**src/rtl/lsrc_pkg.sv**
```systemverilog
// Shared types and constants of the laser stripe row centroid block.
`default_nettype none
package lsrc_pkg;

    localparam int unsigned CMP_W      = 14;
    localparam int unsigned ROW_Y_W    = 13;
    localparam int unsigned CENTER_W   = 21;
    localparam int unsigned MIN_WEIGHT = 200;
    localparam int unsigned QDEPTH     = 4;
    localparam int unsigned CFG_IDX_W  = 3;
    localparam int unsigned CFG_DATA_W = 13;

    typedef enum logic [CFG_IDX_W-1:0] {
        REG_ROW_FIRST  = 3'd0,
        REG_ROW_STOP   = 3'd1,
        REG_COL_FIRST  = 3'd2,
        REG_COL_STOP   = 3'd3,
        REG_GRAY_FLOOR = 3'd4,
        REG_ORIGIN_X   = 3'd5,
        REG_ORIGIN_Y   = 3'd6
    } reg_index_t;

    typedef struct packed {
        logic [11:0] row_first;
        logic [12:0] row_stop;
        logic [10:0] col_first;
        logic [11:0] col_stop;
        logic [7:0]  gray_floor;
        logic [11:0] origin_x;
        logic [11:0] origin_y;
    } cfg_t;

endpackage
`default_nettype wire

```
**src/rtl/lsrc_queue.sv**
```systemverilog
// Four-entry job queue between the pixel front end and the divider back end.
`default_nettype none
module lsrc_queue #(
    parameter int unsigned DW = 69
) (
    input  wire logic          aclk,
    input  wire logic          aresetn,
    input  wire logic          push,
    input  wire logic [DW-1:0] push_data,
    output logic               full,
    input  wire logic          pop,
    output logic               empty,
    output logic [DW-1:0]      pop_data
);
    localparam int unsigned PW = $clog2(lsrc_pkg::QDEPTH);

    logic [DW-1:0] mem_reg [lsrc_pkg::QDEPTH];
    logic [PW-1:0] wr_ptr_reg, rd_ptr_reg;
    logic [PW:0]   count_reg;

    assign full     = (count_reg == (PW+1)'(lsrc_pkg::QDEPTH));
    assign empty    = (count_reg == '0);
    assign pop_data = mem_reg[rd_ptr_reg];

    always_ff @(posedge aclk) begin
        if (push && !full) begin
            mem_reg[wr_ptr_reg] <= push_data;
        end
    end

    always_ff @(posedge aclk) begin
        if (!aresetn) begin
            wr_ptr_reg <= '0;
            rd_ptr_reg <= '0;
            count_reg  <= '0;
        end else begin
            if (push && !full) begin
                wr_ptr_reg <= wr_ptr_reg + 1'b1;
            end
            if (pop && !empty) begin
                rd_ptr_reg <= rd_ptr_reg + 1'b1;
            end
            if ((push && !full) && !(pop && !empty)) begin
                count_reg <= count_reg + 1'b1;
            end else if (!(push && !full) && (pop && !empty)) begin
                count_reg <= count_reg - 1'b1;
            end
        end
    end
endmodule
`default_nettype wire

```
**config.mk**
```make
export PLATFORM = sky130hd
export DESIGN_NAME = lsrc_queue
export DESIGN_NICKNAME = d
export VERILOG_FILES = /design/src/rtl/lsrc_pkg.sv /design/src/rtl/lsrc_queue.sv
export SDC_FILE = /design/constraint.sdc
export NUM_CORES = 1
export LEC_CHECK = 0
export BUFFER_PORTS_ARGS = -buffer_cell sky130_fd_sc_hd__buf_2
export CAP_MARGIN = 10
export CORE_UTILIZATION = 59
export CTS_BUF_LIST = sky130_fd_sc_hd__clkbuf_4
export DETAILED_ROUTE_END_ITERATION = 16
export GPL_ROUTABILITY_DRIVEN = 0
export PLACE_DENSITY = 0.93
export SLEW_MARGIN = 20
export SYNTH_ARGS = -nofsm -noshare
export SYNTH_HDL_FRONTEND = slang
export SYNTH_SLANG_ARGS = --single-unit
```
**constraint.sdc**
```tcl
create_clock -name aclk -period 4.8 [get_ports aclk]
set_input_delay 1.44 -clock aclk [delete_from_list [all_inputs] [get_ports aclk]]
set_output_delay 1.44 -clock aclk [all_outputs]
set_load 0.005 [all_outputs]
```
==> flow_results.org <==
** Status
- Result of the run :: complete, no violations

** Finish
- Area delta synth->final :: 16.66%
- Final non-filler cell total :: between 800 and 900
- Final design instance area without fill :: 12,180 sq um
- The register with the most flip-flops in the layout has 276 of them.
- Of the cells placed in the final design, the portion with a size suffix greater than 1 is 0.5015.
- Number of nets in the layout :: 688
- Measured on the finished design, the core utilization comes to 0.7039.

** Setup path
- The worst register-to-register path has a setup slack of 2.30 ns.
- Biggest fanout along the worst timing path :: 29
- Data arrival time of the critical path :: roughly 2.5 ns
- The endpoint identified for the worst register-to-register timing path is count_reg[2]$_SDFFE_PN0P_.
- Worst r2r path cells :: 8
- Worst setup SP type :: flop
- The worst setup path is of the flop to primary output kind.
- The worst setup path is captured at a primary output.
- The worst register-to-register path begins at count_reg[0]$_SDFFE_PN0P_.
- Required time at the worst-slack endpoint :: 3.36 ns

** Worst hold path
- Hold Crit Endpoint :: wr_ptr_reg[1]$_SDFFE_PN0P_
- Counting instances, the worst hold path has a depth of 2.
- In this run the most critical hold path is launched from wr_ptr_reg[1]$_SDFFE_PN0P_.
- Class of the worst hold path :: flop to flop

** Timing
- Worst Clk Skew :: 0.03247 ns
- For the pin with the worst max-slew slack, the measured transition is 1.061 ns.
- Subtracting the final worst setup slack from the clock period gives 3.922 ns.
- Dividing the final minimum period by the clock period gives 0.8170.
- Measured against its own limit, the worst slew margin works out to 0.2924.
- Upper clock frequency limit :: 255.0 MHz
- The final max-slew violation count is 0.
- Setup violators final :: 0
- The number of hold violations in the final report came to 0.
- Summed over all failing endpoints, the final setup total negative slack is 0 ns.
- Unrepaired setup endpoints after global routing :: no

** Power and ir drop
- Leakage component of the power :: ~4.2 nW
- Power Total :: 0.006314 W
- VDD sags by at most 372.3 uV.
- Dividing total power by cell area gives a power density of around 520 nW/um^2.

** Clocking
- The clock passes through at most 3 buffers.
- Clock root cell :: sky130_fd_sc_hd__clkbuf_4
- TritonCTS built the clock tree.
- The later pin in the worst-skew pair is clocked with a latency of between 0.6 and 0.7 ns.
- Clock-pin slew on the worst setup and hold paths :: around 0.060 ns
- Post-CTS timing repair inserted 0 buffers for setup.
- Number of CTS-inserted buffers :: 71
- The clock tree synthesis step divided the H-tree into 3 levels.
- Post-CTS resize count :: 0
- # hold bufs at CTS :: 0
- CTS saw 285 sinks.

** Synthesis
- The share of the Yosys chip area taken by registers is 0.8114.
- By area the synthesized netlist is led by sky130_fd_sc_hd__edfxtp_1 79%, sky130_fd_sc_hd__mux4_2 15%, sky130_fd_sc_hd__dfxtp_1 1.7%.
- Number of enable flip-flop cells after synthesis :: 276
- For this run, the number of Yosys warnings is 0.
- The share of synthesized area in the top cell type comes to 0.7941.
- Area fraction in and, or, nand and nor cells after synthesis :: 0.009232
- Cell area after technology mapping :: 10,440 sq um
- Most used standard cell by instance count after synthesis :: sky130_fd_sc_hd__edfxtp_1
- Post-synthesis area per instance :: 25.52 sq um
- Top cells by instance count after synthesis :: 276 x sky130_fd_sc_hd__edfxtp_1, 69 x sky130_fd_sc_hd__mux4_2, 9 x sky130_fd_sc_hd__dfxtp_1, 8 x sky130_fd_sc_hd__and2_1, 7 x sky130_fd_sc_hd__clkbuf_1
- Syn Nets :: 488
- Of the total synthesized cell area, the portion taken by full adders, half adders and majority gates is 0.007913.
- Of the total synthesized cell area, the portion taken by XOR and XNOR cells is 0.003357.
- Most area-hungry cell type in the Yosys netlist :: sky130_fd_sc_hd__edfxtp_1
- Unique cell type count in the Yosys netlist :: 24
- The post-synthesis compound-gate area fraction is 0.002757.
- After synthesis the netlist holds a flip-flop and latch count of 285.
- Synth async-reset ratio :: 0
- By area, the combinational part of the netlist is dominated by multiplexers.
- The cell count after synthesis came out at 409.
- Proportion of synthesized area in mux cells :: 0.1518
- Most common flop cell mapped by yosys :: sky130_fd_sc_hd__edfxtp_1

** Drt
- Dividing the detail-routed wire length by the instance count gives 21.61 microns.
- Summed over all layers, the routed wires come to between 15,000 and 20,000 microns.
- Total number of vias :: 4,981
- Pre-antenna DRT Iters :: 4
- After detailed routing, the number of vias per cell comes to about 5.7.
- For this block, the initial DRC count from the detailed router was around 220.
- After detailed routing, the number of remaining DRC violations is 0.
- The count of nets left with antenna violations once routing finished came out at 0.

** Job
- Max-cap check violation count :: 0

** Floorplan
- Die Wd :: 135 microns
- Die extent in y :: 135 microns
- For this configuration, the core starts out at a cell density of 0.6034.
- The floorplan step defined a die boundary enclosing 18,230 sq um.
- Number of standard-cell rows in the floorplan :: 48
- Area of the placeable core :: about 17,000 sq um
- 144 I/O pins were placed.

** GRT
- Met1 Use GR :: 0.2717
- GRT met3 Usage :: 0.06381
- First-pass GRT wire length :: 28,430 microns
- The via count of the first global-routing pass came to 5,282.
- For met2 alone, demand over resource in global routing was 0.3557.
- Total congestion overflow after global routing :: 0
- Initial antenna violation count :: 2
- The global routing stage identified its most utilized layer as met2.
- Overall routing resource usage :: 0.2154
- Maximum number of pins on one net before global-route repair :: 70

** Placed design
- The wire-length estimate of the detail-placed layout is ~11,000 microns.
- The placed instances occupy a cell area of 11,350 sq um.
- The count of buffers added on input and output ports is 143.
- Post-placement cell count :: 761
==> cell usage in the layout, fill, tap and decap left out, types with 2 or more instances in the layout <==
master and instances:
sky130_fd_sc_hd__inv_1 3, sky130_fd_sc_hd__and2_1 4, sky130_fd_sc_hd__clkinv_1 8, sky130_fd_sc_hd__ha_1 5, sky130_fd_sc_hd__dfxtp_4 2, sky130_fd_sc_hd__buf_2 143, sky130_fd_sc_hd__diode_2 2, sky130_fd_sc_hd__dfxtp_1 7
sky130_fd_sc_hd__and2_4 4, sky130_fd_sc_hd__mux2i_1 3, sky130_fd_sc_hd__xnor2_1 3, sky130_fd_sc_hd__edfxtp_1 276, sky130_fd_sc_hd__mux4_2 69, sky130_fd_sc_hd__nand2_1 4, sky130_fd_sc_hd__nor2b_1 2, sky130_fd_sc_hd__clkbuf_4 104
==> routing by layer <==
metal	up-vias	part of all wire
met4	2	0.012
met3	22	0.069
met1	2558	0.39
li1	2191	-
met2	208	0.53
met5	-	0.00069
==> area by class of cell <==
class | count | area [sq um]
Timing Repair Buffer | 145 | 743.2
Tap cell | 225 | 281.5
Antenna cell | 2 | 5.005
Multi-Input combinational cell | 103 | 1837
Inverter | 3 | 11.26
Fill cell | 1068 | 5121
Sequential cell | 285 | 8476
Clock buffer | 104 | 780.7
Clock inverter | 10 | 41.29
==> metrics by stage <==
stage	hold slack, ns	setup WS, ns
3_5_place_dp	0.4988	1.342
6_report	0.5065	0.8782
2_1_floorplan	0.4677	0.9223
3_3_place_gp	0.4756	1.485
4_1_cts	0.5067	0.7557
5_1_grt	0.5427	0.6911
==> cells by family after synthesis <==
kind of cell    count (synthesis)
mux                            72
fa+ha+maj                       6
xor+xnor                        4
flops                         285
buf+inv                        21
simple gates                   17
compound gates                  4
==> worst max-delay path by stage <==
stage	end	depth (start not counted)	slack (ns)
global placement	pop_data[20]	3	1.49
finish	pop_data[44]	3	0.88
floorplan	mem_reg[0][0]$_DFFE_PP_	3	0.92
global route	pop_data[20]	3	0.69
detailed placement	count_reg[2]$_SDFFE_PN0P_	8	1.34
CTS	pop_data[37]	3	0.76
==> where the power goes <==
group	total (W)	switching [W]	internal, W
registers	0.00322	0.000188	0.00303
logic	0.00125	0.000545	0.000707
clock network	0.00185	0.000865	0.000980
total	0.00631	0.00160	0.00472
==> critical path, cell delays in order (launching register included) <==
cell,delay (ns)
sky130_fd_sc_hd__dfxtp_4,0.74
sky130_fd_sc_hd__buf_12,0.33
sky130_fd_sc_hd__mux4_2,0.59
sky130_fd_sc_hd__buf_2,0.15
(Power assumes the default switching activity.)
