File: src/rtl/lsrc_pkg.sv
// Shared types and constants of the laser stripe row centroid block.
`default_nettype none
package lsrc_pkg;

    localparam int unsigned CMP_W      = 14;
    localparam int unsigned ROW_Y_W    = 13;
    localparam int unsigned CENTER_W   = 21;
    localparam int unsigned MIN_WEIGHT = 200;
    localparam int unsigned QDEPTH     = 4;
    localparam int unsigned CFG_IDX_W  = 3;
    localparam int unsigned CFG_DATA_W = 13;

    typedef enum logic [CFG_IDX_W-1:0] {
        REG_ROW_FIRST  = 3'd0,
        REG_ROW_STOP   = 3'd1,
        REG_COL_FIRST  = 3'd2,
        REG_COL_STOP   = 3'd3,
        REG_GRAY_FLOOR = 3'd4,
        REG_ORIGIN_X   = 3'd5,
        REG_ORIGIN_Y   = 3'd6
    } reg_index_t;

    typedef struct packed {
        logic [11:0] row_first;
        logic [12:0] row_stop;
        logic [10:0] col_first;
        logic [11:0] col_stop;
        logic [7:0]  gray_floor;
        logic [11:0] origin_x;
        logic [11:0] origin_y;
    } cfg_t;

endpackage
`default_nettype wire

File: src/rtl/lsrc_back.sv
// Divider back end: rounds the position sum over the weight and adds the origin.
`default_nettype none
module lsrc_back #(
    parameter int unsigned WSW       = 22,
    parameter int unsigned PSW       = 33,
    parameter int unsigned FRAC_BITS = 8,
    parameter int unsigned JW        = 69
) (
    input  wire logic           aclk,
    input  wire logic           aresetn,
    input  wire lsrc_pkg::cfg_t cfg,
    input  wire logic           q_empty,
    input  wire logic [JW-1:0]  q_data,
    output logic                q_pop,
    output logic                m_valid,
    input  wire logic           m_ready,
    output logic [lsrc_pkg::ROW_Y_W-1:0]  m_row_y,
    output logic [lsrc_pkg::CENTER_W-1:0] m_center_x_q8,
    output logic                m_last
);
    localparam int unsigned NUMW = PSW + FRAC_BITS + 1;
    localparam int unsigned CNTW = $clog2(NUMW + 1);
    localparam int unsigned YW   = lsrc_pkg::ROW_Y_W;
    localparam int unsigned OW   = lsrc_pkg::CENTER_W;

    typedef enum logic [3:0] {
        ST_IDLE = 4'b0001,
        ST_DIV  = 4'b0010,
        ST_FIN  = 4'b0100,
        ST_OUT  = 4'b1000
    } state_t;

    state_t         state_reg;
    logic [NUMW-1:0] num_reg;
    logic [WSW-1:0]  div_reg, rem_reg;
    logic [CNTW-1:0] cnt_reg;
    logic [YW-1:0]   row_reg;
    logic            last_reg;
    logic [OW-1:0]   center_reg;

    logic [YW-1:0]  j_row;
    logic [WSW-1:0] j_w;
    logic [PSW-1:0] j_s;
    logic           j_last;
    logic [WSW:0]   trial;
    logic           qbit;

    assign {j_row, j_w, j_s, j_last} = q_data;
    assign q_pop = (state_reg == ST_IDLE) && !q_empty;

    // One quotient bit per cycle, restoring division.
    assign trial = {rem_reg, num_reg[NUMW-1]};
    assign qbit  = trial >= {1'b0, div_reg};

    assign m_valid       = (state_reg == ST_OUT);
    assign m_row_y       = row_reg;
    assign m_center_x_q8 = center_reg;
    assign m_last        = last_reg;

    always_ff @(posedge aclk) begin
        unique case (state_reg)
            ST_IDLE: begin
                num_reg  <= (NUMW'(j_s) << FRAC_BITS) + NUMW'(j_w >> 1);
                div_reg  <= j_w;
                rem_reg  <= '0;
                cnt_reg  <= CNTW'(NUMW);
                row_reg  <= j_row;
                last_reg <= j_last;
            end
            ST_DIV: begin
                rem_reg <= qbit ? WSW'(trial - {1'b0, div_reg}) : WSW'(trial);
                num_reg <= {num_reg[NUMW-2:0], qbit};
                cnt_reg <= cnt_reg - 1'b1;
            end
            ST_FIN: begin
                center_reg <= OW'(num_reg) + (OW'(cfg.origin_x) << FRAC_BITS);
            end
            default: begin
            end
        endcase
    end

    always_ff @(posedge aclk) begin
        if (!aresetn) begin
            state_reg <= ST_IDLE;
        end else begin
            unique case (state_reg)
                ST_IDLE: if (!q_empty) state_reg <= ST_DIV;
                ST_DIV:  if (cnt_reg == CNTW'(1)) state_reg <= ST_FIN;
                ST_FIN:  state_reg <= ST_OUT;
                ST_OUT:  if (m_ready) state_reg <= ST_IDLE;
                default: state_reg <= ST_IDLE;
            endcase
        end
    end
endmodule
`default_nettype wire

File: config.mk
export PLATFORM = sky130hd
export DESIGN_NAME = lsrc_back
export DESIGN_NICKNAME = d
export VERILOG_FILES = /design/src/rtl/lsrc_pkg.sv /design/src/rtl/lsrc_back.sv
export SDC_FILE = /design/constraint.sdc
export NUM_CORES = 1
export LEC_CHECK = 0
export BUFFER_PORTS_ARGS = -buffer_cell sky130_fd_sc_hd__buf_2
export CAP_MARGIN = 20
export CORE_MARGIN = 3
export CORE_UTILIZATION = 30
export DETAILED_ROUTE_END_ITERATION = 8
export GPL_ROUTABILITY_DRIVEN = 0
export HOLD_SLACK_MARGIN = 0.05
export SKIP_CTS_REPAIR_TIMING = 1
export SYNTH_ARGS = -nofsm -noshare
export SYNTH_HDL_FRONTEND = slang
export SYNTH_SLANG_ARGS = --single-unit
File: constraint.sdc
create_clock -name aclk -period 10.2 [get_ports aclk]
set_clock_uncertainty 0.2 [all_clocks]
set_input_delay 0 -clock aclk [delete_from_list [all_inputs] [get_ports aclk]]
set_output_delay 0 -clock aclk [all_outputs]
set_load 0.02 [all_outputs]
==> results of run 1 <==
where the power goes:
part,internal [mW],switching (mW),total [mW],leakage [nW]
logic,0.184,0.213,0.397,2.51
clock network,0.342,0.251,0.593,0.273
registers,0.665,0.0244,0.690,1.30
total,1.19,0.488,1.68,4.08
metal layers:
layer  share of wire (%)  track usage (%)
met2                  49            21.34
met3                 3.9            3.304
met1                  46            16.28
met4                 1.5            3.883
met5                   0                0
final timing paths:
check | slack [ns] | from | to | depth (start not counted)
max reg2reg | 6.93 | rem_reg[2]$_SDFFCE_PN0P_ | rem_reg[15]$_SDFFCE_PN0P_ | 10
min reg2reg | 0.25 | num_reg[2]$_DFFE_PP_ | m_center_x_q8[2]$_DFFE_PP_ | 0
max | 6.83 | q_data[1] | num_reg[34]$_DFFE_PP_ | 13
min | -0.005 | q_data[3] | num_reg[10]$_DFFE_PP_ | 4
worst min-delay path, cell delays in order:
cell and delay, ns:
buf_2 0.08, ha_1 0.19, xnor2_1 0.09, o21ai_0 0.13
kinds of logic after synthesis:
kind of cell	after synthesis	share of synthesized area, %
adder cells (fa/ha/maj)	52	9.016
flip-flops	131	52.15
buffers and inverters	54	3.067
AND/OR/NAND/NOR	206	13.34
multiplexers	14	1.877
XOR/XNOR	63	7.391
AO/OA/AOI/OAI	157	13.16
metrics by stage:
step | total power, mW | instance area, sq um | hold slack (ns) | cells
after global placement | 1.049 | 8447 | -0.02378 | 1111
after floorplan | 0.9674 | 7466 | -0.1289 | 677
after global routing | 1.773 | 9912 | 0.06530 | 1232
after CTS | 1.657 | 9021 | -0.4692 | 1143
after detailed placement | 1.056 | 8447 | -0.02162 | 1111
final | 1.680 | 9912 | -0.005302 | 1232
area by class of cell:
cell class                 instances  area (sq um)
sequential                       131          3894
timing repair buffer             216          1541
fill                            2363         14480
tap                              324         405.4
clock buffer                      17         425.4
inverter                          37         138.9
multi-input combinational        492          3358
clock inverter                    15         148.9
placed cells by master (no fill, tap or decap), types with 3 or more instances in the layout:
master,count
edfxtp_1,127
buf_2,121
dlygate4sd3_1,89
nand2_1,86
ha_1,49
a21oi_1,47
nor2_1,47
o21ai_0,43
xnor2_1,38
inv_1,37
xor2_1,25
clkbuf_16,17
mux2i_1,14
nand3_1,13
a21o_1,11
nor3_1,11
and3_1,11
o21bai_1,8
o21ai_1,6
buf_4,6
a211oi_1,5
and2b_2,5
o22ai_1,5
inv_6,5
o21a_1,4
nand2b_1,4
dfxtp_1,4
or4b_2,3
nand4_1,3
a31oi_1,3
fa_1,3
clkinvlp_4,3
clkinv_4,3
==> flow_metrics.tcl, run 1 <==
set metrics [dict create \
    synth_area_leaders "edfxtp_1, ha_1, xnor2_1" \
    start_util_pct 30.61 \
    tightest_slew_ns 0.9759 \
    wirelength_mm 17.43 \
    synth_edf_count 127 \
    fmax_mhz 296.7 \
    synth_cell_type_count 65 \
    preCtsSetupSlack_ns 6.920 \
    grt_overflow_total 0 \
    layout-drive-gt1-share_pct 20.15 \
    numCtsBuffers 17 \
    maxCapViolations 0 \
    numPortBuffers 121 \
    area_growth_pct 32.76 \
    via_per_inst 4.680 \
    io_pins 190 \
    core.rowCount 57 \
    rsz0062_at_grt "false" \
    die_area_sq_um 26820 \
    period_needed_ns 3.370 \
    arrival_ns 3.30 \
    netlist_area_sq_um 7466 \
    grt_pass1_wl_mm 27.14 \
    ys_seq_area_share_pct 52.15 \
    cts_tree "yes" \
    synth_seq_cells 131 \
    synth_top_cell_by_area "edfxtp_1" \
    first_iter_violations 256 \
    status "finished with violations" \
    core_area_sq_um 24390 \
    maxSlewHeadroom_pct 34.94 \
    routedWlPerCell_um 14.15 \
    crit_family "buffers and inverters" \
    synthArstFlopShare_pct 0 \
    powerDensity_nw_per_um2 169.5 \
    worst_slack_ns 6.830 \
    cts.sinks 131 \
    setup_tns_ns 0 \
    yosys_warnings 0 \
    synth_flop_cell "edfxtp_1" \
    critical_path.max_fanout 10 \
    final_util_pct 40.64 \
    ys_top_cells_by_count "edfxtp_1, nand2_1, ha_1" \
    drc 0 \
    crit_slowest_cell "dlygate4sd3_1" \
    setup_viol 0 \
    peakVddDrop_v 0.00009994 \
    cts-root-buf "clkbuf_16" \
    crit_top_cell "dlygate4sd3_1" \
    critPathCaptureType "flip-flop" \
    hp-class "in -> reg" \
    clk_latency_ns 0.41 \
    fin_crit_sh_pct 33.04 \
    antenna_found_initial 0 \
    fin_nets 1100 \
    failed_checks "hold timing" \
    htree_levels 4 \
    syn-mean-instance-area_sq_um 11.03 \
    path_buf_inv 3 \
    place_hpwl_mm 11.70 \
    ant_nets 0 \
    largest_register_ffs 42 \
    whs_ns -0.005302 \
    grt_pass1_vias 5414 \
    finalMaxSlewViolations 0 \
    cts.path.max_buffers 2 \
    n_antenna_cell 0 \
    critPathRequiredTime_ns 10.13 \
    drt_first_pass_iters 4 \
    grt_max_degree 71 \
    worstPathCellList "dlygate4sd3_1, buf_2, ha_1, fa_1, a21o_1, a21oi_2, o21a_4, nor4_4, a31oi_4, nor3b_2, xnor2_1, dlygate4sd3_1, o21ai_0" \
    syn-instance-count 677 \
    fp.dieW_um 163.8 \
    hold_viol 2 \
    synth_nets 882 \
    grt.total_usage_pct 12.77 \
    yosysMostFrequentCell "edfxtp_1" \
    slowest_delay_ns 0.57 \
    crit_type "in -> reg" \
    leakage_nw 4.084 \
    die_h_um 163.8 \
    via_count 5766 \
    clkSlewWorstSetupHoldPaths_ns 0.06 \
    start_kind "primary input" \
    synth_top_area_share_pct 51.08 \
]
No activity file was read; power rests on OpenSTA's default activity.
==> run 2, diff against run 1 <==
ABC_AREA = 1   (was not set)
clock period = 3 ns   (was 10.2 ns; I/O delays follow)
==> run 2 against run 1 <==
The flow now finishes without violations. Clock-buffer cell count is 6 higher. Core utilization is 1.0 points lower. Synthesized cell count is 60% higher. Sequential share of layout area is 4.2 points lower. Via count is 34% higher. Setup slack worse by 6.7 ns. Sequential power grew to 3.7 times the previous value. Global-route usage is 1.8 points higher. First-iteration DRC count is 140% higher.
==> flow_metrics.tcl, run 2 <==
set metrics [dict create \
    status "finished, final reports clean" \
    design_area_sq_um 11100 \
    netlist_area_sq_um 8586 \
    place_hpwl_mm 16.79 \
    setup_viol 0 \
    arrival_ns 2.94 \
    hp-class "in -> reg" \
    synth_nets 1290 \
    critPathCaptureType "flip-flop" \
    antenna_found_initial 0 \
    tightest_slew_ns 0.8316 \
    syn-mean-instance-area_sq_um 7.913 \
    fmax_mhz 350.2 \
    top_usage_layer "met2" \
    synth_flop_cell "edfxtp_1" \
    cts-root-buf "clkbuf_16" \
    area_growth_pct 29.26 \
    syn-instance-count 1085 \
    crit_type "in -> reg" \
    finalMaxSlewViolations 0 \
    synth_top_cell_by_area "edfxtp_1" \
    maxSlewHeadroom_pct 44.56 \
    grt_pass1_vias 7318 \
    numCtsBuffers 17 \
    grt_use_met3_pct 2.999 \
    numPortBuffers 121 \
    fin_crit_sh_pct 95.17 \
    period_needed_ns 2.855 \
    rsz0062_at_grt "false" \
    hold_viol 0 \
    synth_edf_count 127 \
    routedWlPerCell_um 13.49 \
    drt_first_pass_iters 5 \
    clkSlewWorstSetupHoldPaths_ns 0.07 \
    met2_usage_pct 23.80 \
    core.rowCount 61 \
    drc 0 \
    ant_nets 0 \
    grt.total_usage_pct 14.59 \
    cts.sinks 131 \
    p_total_mw 6.840 \
    die_h_um 175.2 \
    critical_path.max_fanout 5 \
    ys_seq_area_share_pct 45.35 \
    n_antenna_cell 0 \
    cts.path.max_buffers 2 \
    final_common_cell "nand2_1" \
    via_count 7723 \
    mostFrequentLayoutCells "nand2_1, inv_1, edfxtp_1, buf_2, nor2_1" \
    htree_levels 4 \
    powerDensity_nw_per_um2 616.3 \
    synth_top_area_share_pct 44.42 \
    setup_tns_ns 0 \
    synth_seq_cells 131 \
    fin_nets 1505 \
    use_met1_pct 19.50 \
    synth_area_leaders "edfxtp_1, nand2_1, ha_1" \
    start_util_pct 30.65 \
    peakVddDrop_v 0.0004156 \
    critPathRequiredTime_ns 3.09 \
    fillers 2851 \
    first_iter_violations 626 \
    dpl-instance-area_sq_um 9671 \
    synth_cell_type_count 41 \
    yosys_warnings 0 \
    reg2reg_depth 8 \
    die_area_sq_um 30680 \
    yosysMostFrequentCell "nand2_1" \
    hold-path-cell-count 4 \
    largest_register_ffs 42 \
    via_per_inst 4.567 \
    grt_pass1_wl_mm 36.26 \
    maxCapViolations 0 \
    io_pins 190 \
    layout-drive-gt1-share_pct 14.24 \
    leakage_nw 5.128 \
    fp.dieW_um 175.2 \
    start_kind "primary input" \
    synthArstFlopShare_pct 0 \
    grt_overflow_total 0 \
    clk_latency_ns 0.42 \
    wirelength_mm 22.80 \
    grt_max_degree 77 \
    cts_tree "yes" \
    core_area_sq_um 28010 \
    ys_top_cells_by_count "nand2_1, inv_1, edfxtp_1" \
]
run 2: cell count changes after synthesis, moves of 7 or more:
cell / previous run / this run
and3_1: 11 / 0
mux2i_1: 14 / 0
nor2_1: 47 / 100
buf_2: 0 / 7
nand3_1: 13 / 81
inv_1: 37 / 148
nand4_1: 3 / 11
xor2_1: 25 / 17
nand3b_1: 0 / 9
clkbuf_1: 12 / 5
a21o_1: 11 / 2
o21ai_0: 43 / 31
xnor2_1: 38 / 9
nand2_1: 87 / 359
run 2: logic make-up after synthesis:
| logic type | Yosys count | synth area share (%) |
|---|---|---|
| AOI/OAI and AO/OA | 106 | 6.602 |
| buffers and inverters | 168 | 7.942 |
| adders and majority gates | 52 | 7.840 |
| and+or+nand+nor | 602 | 29.61 |
| DFF | 131 | 45.35 |
| xor gates and xnor gates | 26 | 2.652 |
run 2: worst max-delay path, stage by stage:
cell           delay [ns]
dlygate4sd3_1        0.55
buf_2                0.12
ha_1                 0.23
fa_1                 0.46
nand3_1              0.12
nand2_1              0.13
nand3_1              0.10
nand2_1              0.11
nand2_1              0.09
nand2_1              0.17
nand3_1              0.14
dlygate4sd3_1        0.56
nand3_1              0.08
nand2_1              0.08
run 2: through the flow:
step	utilization [%]	setup slack, ns	std cells	hold slack, ns
after detailed placement	34.52	0.4036	1577	-0.02159
after floorplan	-	0.3424	1085	-0.1131
final	39.62	0.1449	1691	0.02375
after CTS	36.69	0.3650	1609	-0.4582
after global placement	34.52	0.4258	1577	-0.02308
after global routing	39.62	0.01341	1691	0.07193
run 2: power breakdown:
| part | switching [mW] | internal, mW | total (mW) |
|---|---|---|---|
| Sequential | 0.121 | 2.40 | 2.52 |
| Clock | 0.789 | 1.37 | 2.16 |
| Combinational | 1.36 | 0.806 | 2.16 |
| Total | 2.27 | 4.57 | 6.84 |
run 2: final cells by class:
cell class | count | area [sq um] | share of cell area [%]
Clock buffer | 23 | 478.0 | 4.307
Timing Repair Buffer | 212 | 1531 | 13.80
Inverter | 152 | 570.5 | 5.141
Multi-Input combinational cell | 786 | 4023 | 36.25
Sequential cell | 131 | 3894 | 35.08
Tap cell | 378 | 473.0 | 4.262
Clock inverter | 9 | 128.9 | 1.161
run 2: metal layers:
| metal | share of wire (%) | wire, um |
|---|---|---|
| met5 | 0 | 0 |
| met2 | 46 | 10380 |
| met1 | 47 | 10750 |
| met4 | 1.6 | 366 |
| met3 | 5.7 | 1309 |
run 2: final timing paths:
check                                          startpoint                         end  slack (ns)
worst max register to register  state_reg[2]$_SDFFE_PN0P_   state_reg[0]$_SDFFE_PN1P_        0.27
worst max-delay path                            q_data[1]       num_reg[38]$_DFFE_PP_        0.14
worst min register to register       num_reg[5]$_DFFE_PP_  m_center_x_q8[5]$_DFFE_PP_        0.25
worst min-delay path                            q_data[5]       num_reg[12]$_DFFE_PP_        0.02
==> run 3, diff against run 2 <==
RECOVER_POWER = 100   (was not set)
==> run 3 against run 2 <==
Sequential power about the same. Largest power group unchanged. Register-to-register slack gained 0.03 ns. Worst hold slack worse by 0.00052 ns. Non-clock buffer count did not move. Cell count is the same. Clock power about the same. Combinational power down 2%. Critical endpoint is now num_reg[25]$_DFFE_PP_. Global-route usage unchanged. Core utilization is 0.42 points lower. Clock-buffer cell count is the same.
==> flow_metrics.tcl, run 3 (synthesis results as in run 2) <==
set metrics [dict create \
    crit_slowest_cell "dlygate4sd3_1" \
    leakage_nw 4.960 \
    drt_first_pass_iters 5 \
    first_iter_violations 637 \
    hp-class "in -> reg" \
    rr_startpoint "state_reg[2]$_SDFFE_PN0P_" \
    die_h_um 175.2 \
    fin_crit_sh_pct 95.49 \
    period_needed_ns 2.865 \
    start_kind "primary input" \
    powerDensity_nw_per_um2 618.7 \
    htree_levels 4 \
    start_util_pct 30.65 \
    mostFrequentLayoutCells "nand2_1, inv_1, edfxtp_1, nor2_1, dlygate4sd3_1" \
    cts_tree "yes" \
    layout-drive-gt1-share_pct 9.749 \
    slowest_delay_ns 0.57 \
    area_growth_pct 27.88 \
    setup_viol 0 \
    peakVddDrop_v 0.0004132 \
    r2r_slack_ns 0.30 \
    via_count 7706 \
    grt_pass1_vias 7318 \
    r2r_end "state_reg[0]$_SDFFE_PN1P_" \
    via_per_inst 4.557 \
    die_area_sq_um 30680 \
    layout.cells.non_filler 1691 \
    critPathCaptureType "flip-flop" \
    place_hpwl_mm 16.79 \
    ant_nets 0 \
    routedWlPerCell_um 13.52 \
    maxSlewHeadroom_pct 36.16 \
    core.rowCount 61 \
    crit_type "in -> reg" \
    crit_family "buffers and inverters" \
    critPathRequiredTime_ns 2.97 \
    reg2reg_depth 8 \
    arrival_ns 2.84 \
    grt.total_usage_pct 14.59 \
    fin_nets 1505 \
    clkSlewWorstSetupHoldPaths_ns 0.06 \
    path_buf_inv 3 \
    crit_top_cell "nand2_1" \
    io_pins 190 \
    final_common_cell "nand2_1" \
    cp_num_cells 12 \
    hold_viol 0 \
    fp.dieW_um 175.2 \
    cp-endpoint "num_reg[25]$_DFFE_PP_" \
    n_antenna_cell 0 \
    cts.sinks 131 \
    grt_pass1_wl_mm 36.26 \
    status "finished, final reports clean" \
    dp_cells 1577 \
    core_area_sq_um 28010 \
    worstPathCellList "dlygate4sd3_1, clkbuf_1, ha_1, nand2_1, nor2_1, and2_1, nand2_1, nand2_1, nand3_1, nand3_1, dlygate4sd3_1, nand2_1" \
    cts-root-buf "clkbuf_16" \
    largest_register_ffs 42 \
    grt_max_degree 77 \
    fmax_mhz 349.1 \
    antenna_found_initial 0 \
    clk_latency_ns 0.41 \
    finalMaxSlewViolations 0 \
    wirelength_mm 22.86 \
    drc 0 \
    maxCapViolations 0 \
    rsz0062_at_grt "false" \
    tightest_slew_ns 0.9576 \
    worstSetupStartpoint "q_data[52]" \
    setup_tns_ns 0 \
    cts.path.max_buffers 2 \
    numCtsBuffers 17 \
    critical_path.max_fanout 7 \
    grt_overflow_total 0 \
    numPortBuffers 121 \
]
## run 3: report_power, final
| part | internal [mW] | switching, mW | total (mW) |
|---|---|---|---|
| clock | 1.37 | 0.784 | 2.16 |
| combinational | 0.766 | 1.35 | 2.12 |
| sequential | 2.40 | 0.120 | 2.52 |
| total | 4.54 | 2.26 | 6.79 |
## run 3: layer usage
| metal | vias to the layer above | track usage, % | share of wire, % |
|---|---|---|---|
| met2 | 210 | 23.80 | 45 |
| li1 | 3985 | - | - |
| met4 | 0 | 4.488 | 1.6 |
| met5 | - | 0 | 0 |
| met1 | 3489 | 19.50 | 48 |
| met3 | 22 | 2.999 | 5.5 |
## run 3: worst reg2reg max path, stage by stage (launching register included)
cell and delay, ns:
dfxtp_1 0.30, inv_1 0.07, nand2_1 0.08, nor3_2 0.15, buf_4 0.68, o21ai_0 0.29, nand3_1 0.18, o211ai_1 0.08
dlygate4sd3_1 0.56
## run 3: area by class of cell
type	count	area (sq um)
Clock inverter	9	128.9
Clock buffer	23	478.0
Timing Repair Buffer	212	1428
Fill cell	2892	17030
Sequential cell	131	3894
Tap cell	378	473.0
Multi-Input combinational cell	786	4008
Inverter	152	570.5
## run 3: how the worst min path moves through the flow
| stage | startpoint | cells after the start | slack [ns] | to |
|---|---|---|---|---|
| after floorplan | q_empty | 1 | -0.11 | q_pop |
| after global placement | q_data[68] | 1 | -0.02 | m_row_y[12]$_DFFE_PP_ |
| after detailed placement | q_data[66] | 1 | -0.02 | m_row_y[10]$_DFFE_PP_ |
| after CTS | q_data[61] | 1 | -0.46 | m_row_y[5]$_DFFE_PP_ |
| after global routing | q_data[9] | 4 | 0.07 | num_reg[16]$_DFFE_PP_ |
| final | q_data[5] | 4 | 0.02 | num_reg[12]$_DFFE_PP_ |
## run 3: through the flow
| step | worst slack [ns] | power [mW] | utilization, % | instance area [sq um] | hold slack [ns] |
|---|---|---|---|---|---|
| 5_1_grt | 0.01716 | 7.256 | 39.20 | 10980 | 0.07202 |
| 6_report | 0.1352 | 6.793 | 39.20 | 10980 | 0.02322 |
| 3_3_place_gp | 0.4258 | 4.574 | 34.52 | 9671 | -0.02308 |
| 3_5_place_dp | 0.4036 | 4.607 | 34.52 | 9671 | -0.02159 |
| 2_1_floorplan | 0.3424 | 4.059 | - | 8588 | -0.1131 |
| 4_1_cts | 0.3650 | 6.791 | 36.69 | 10280 | -0.4582 |
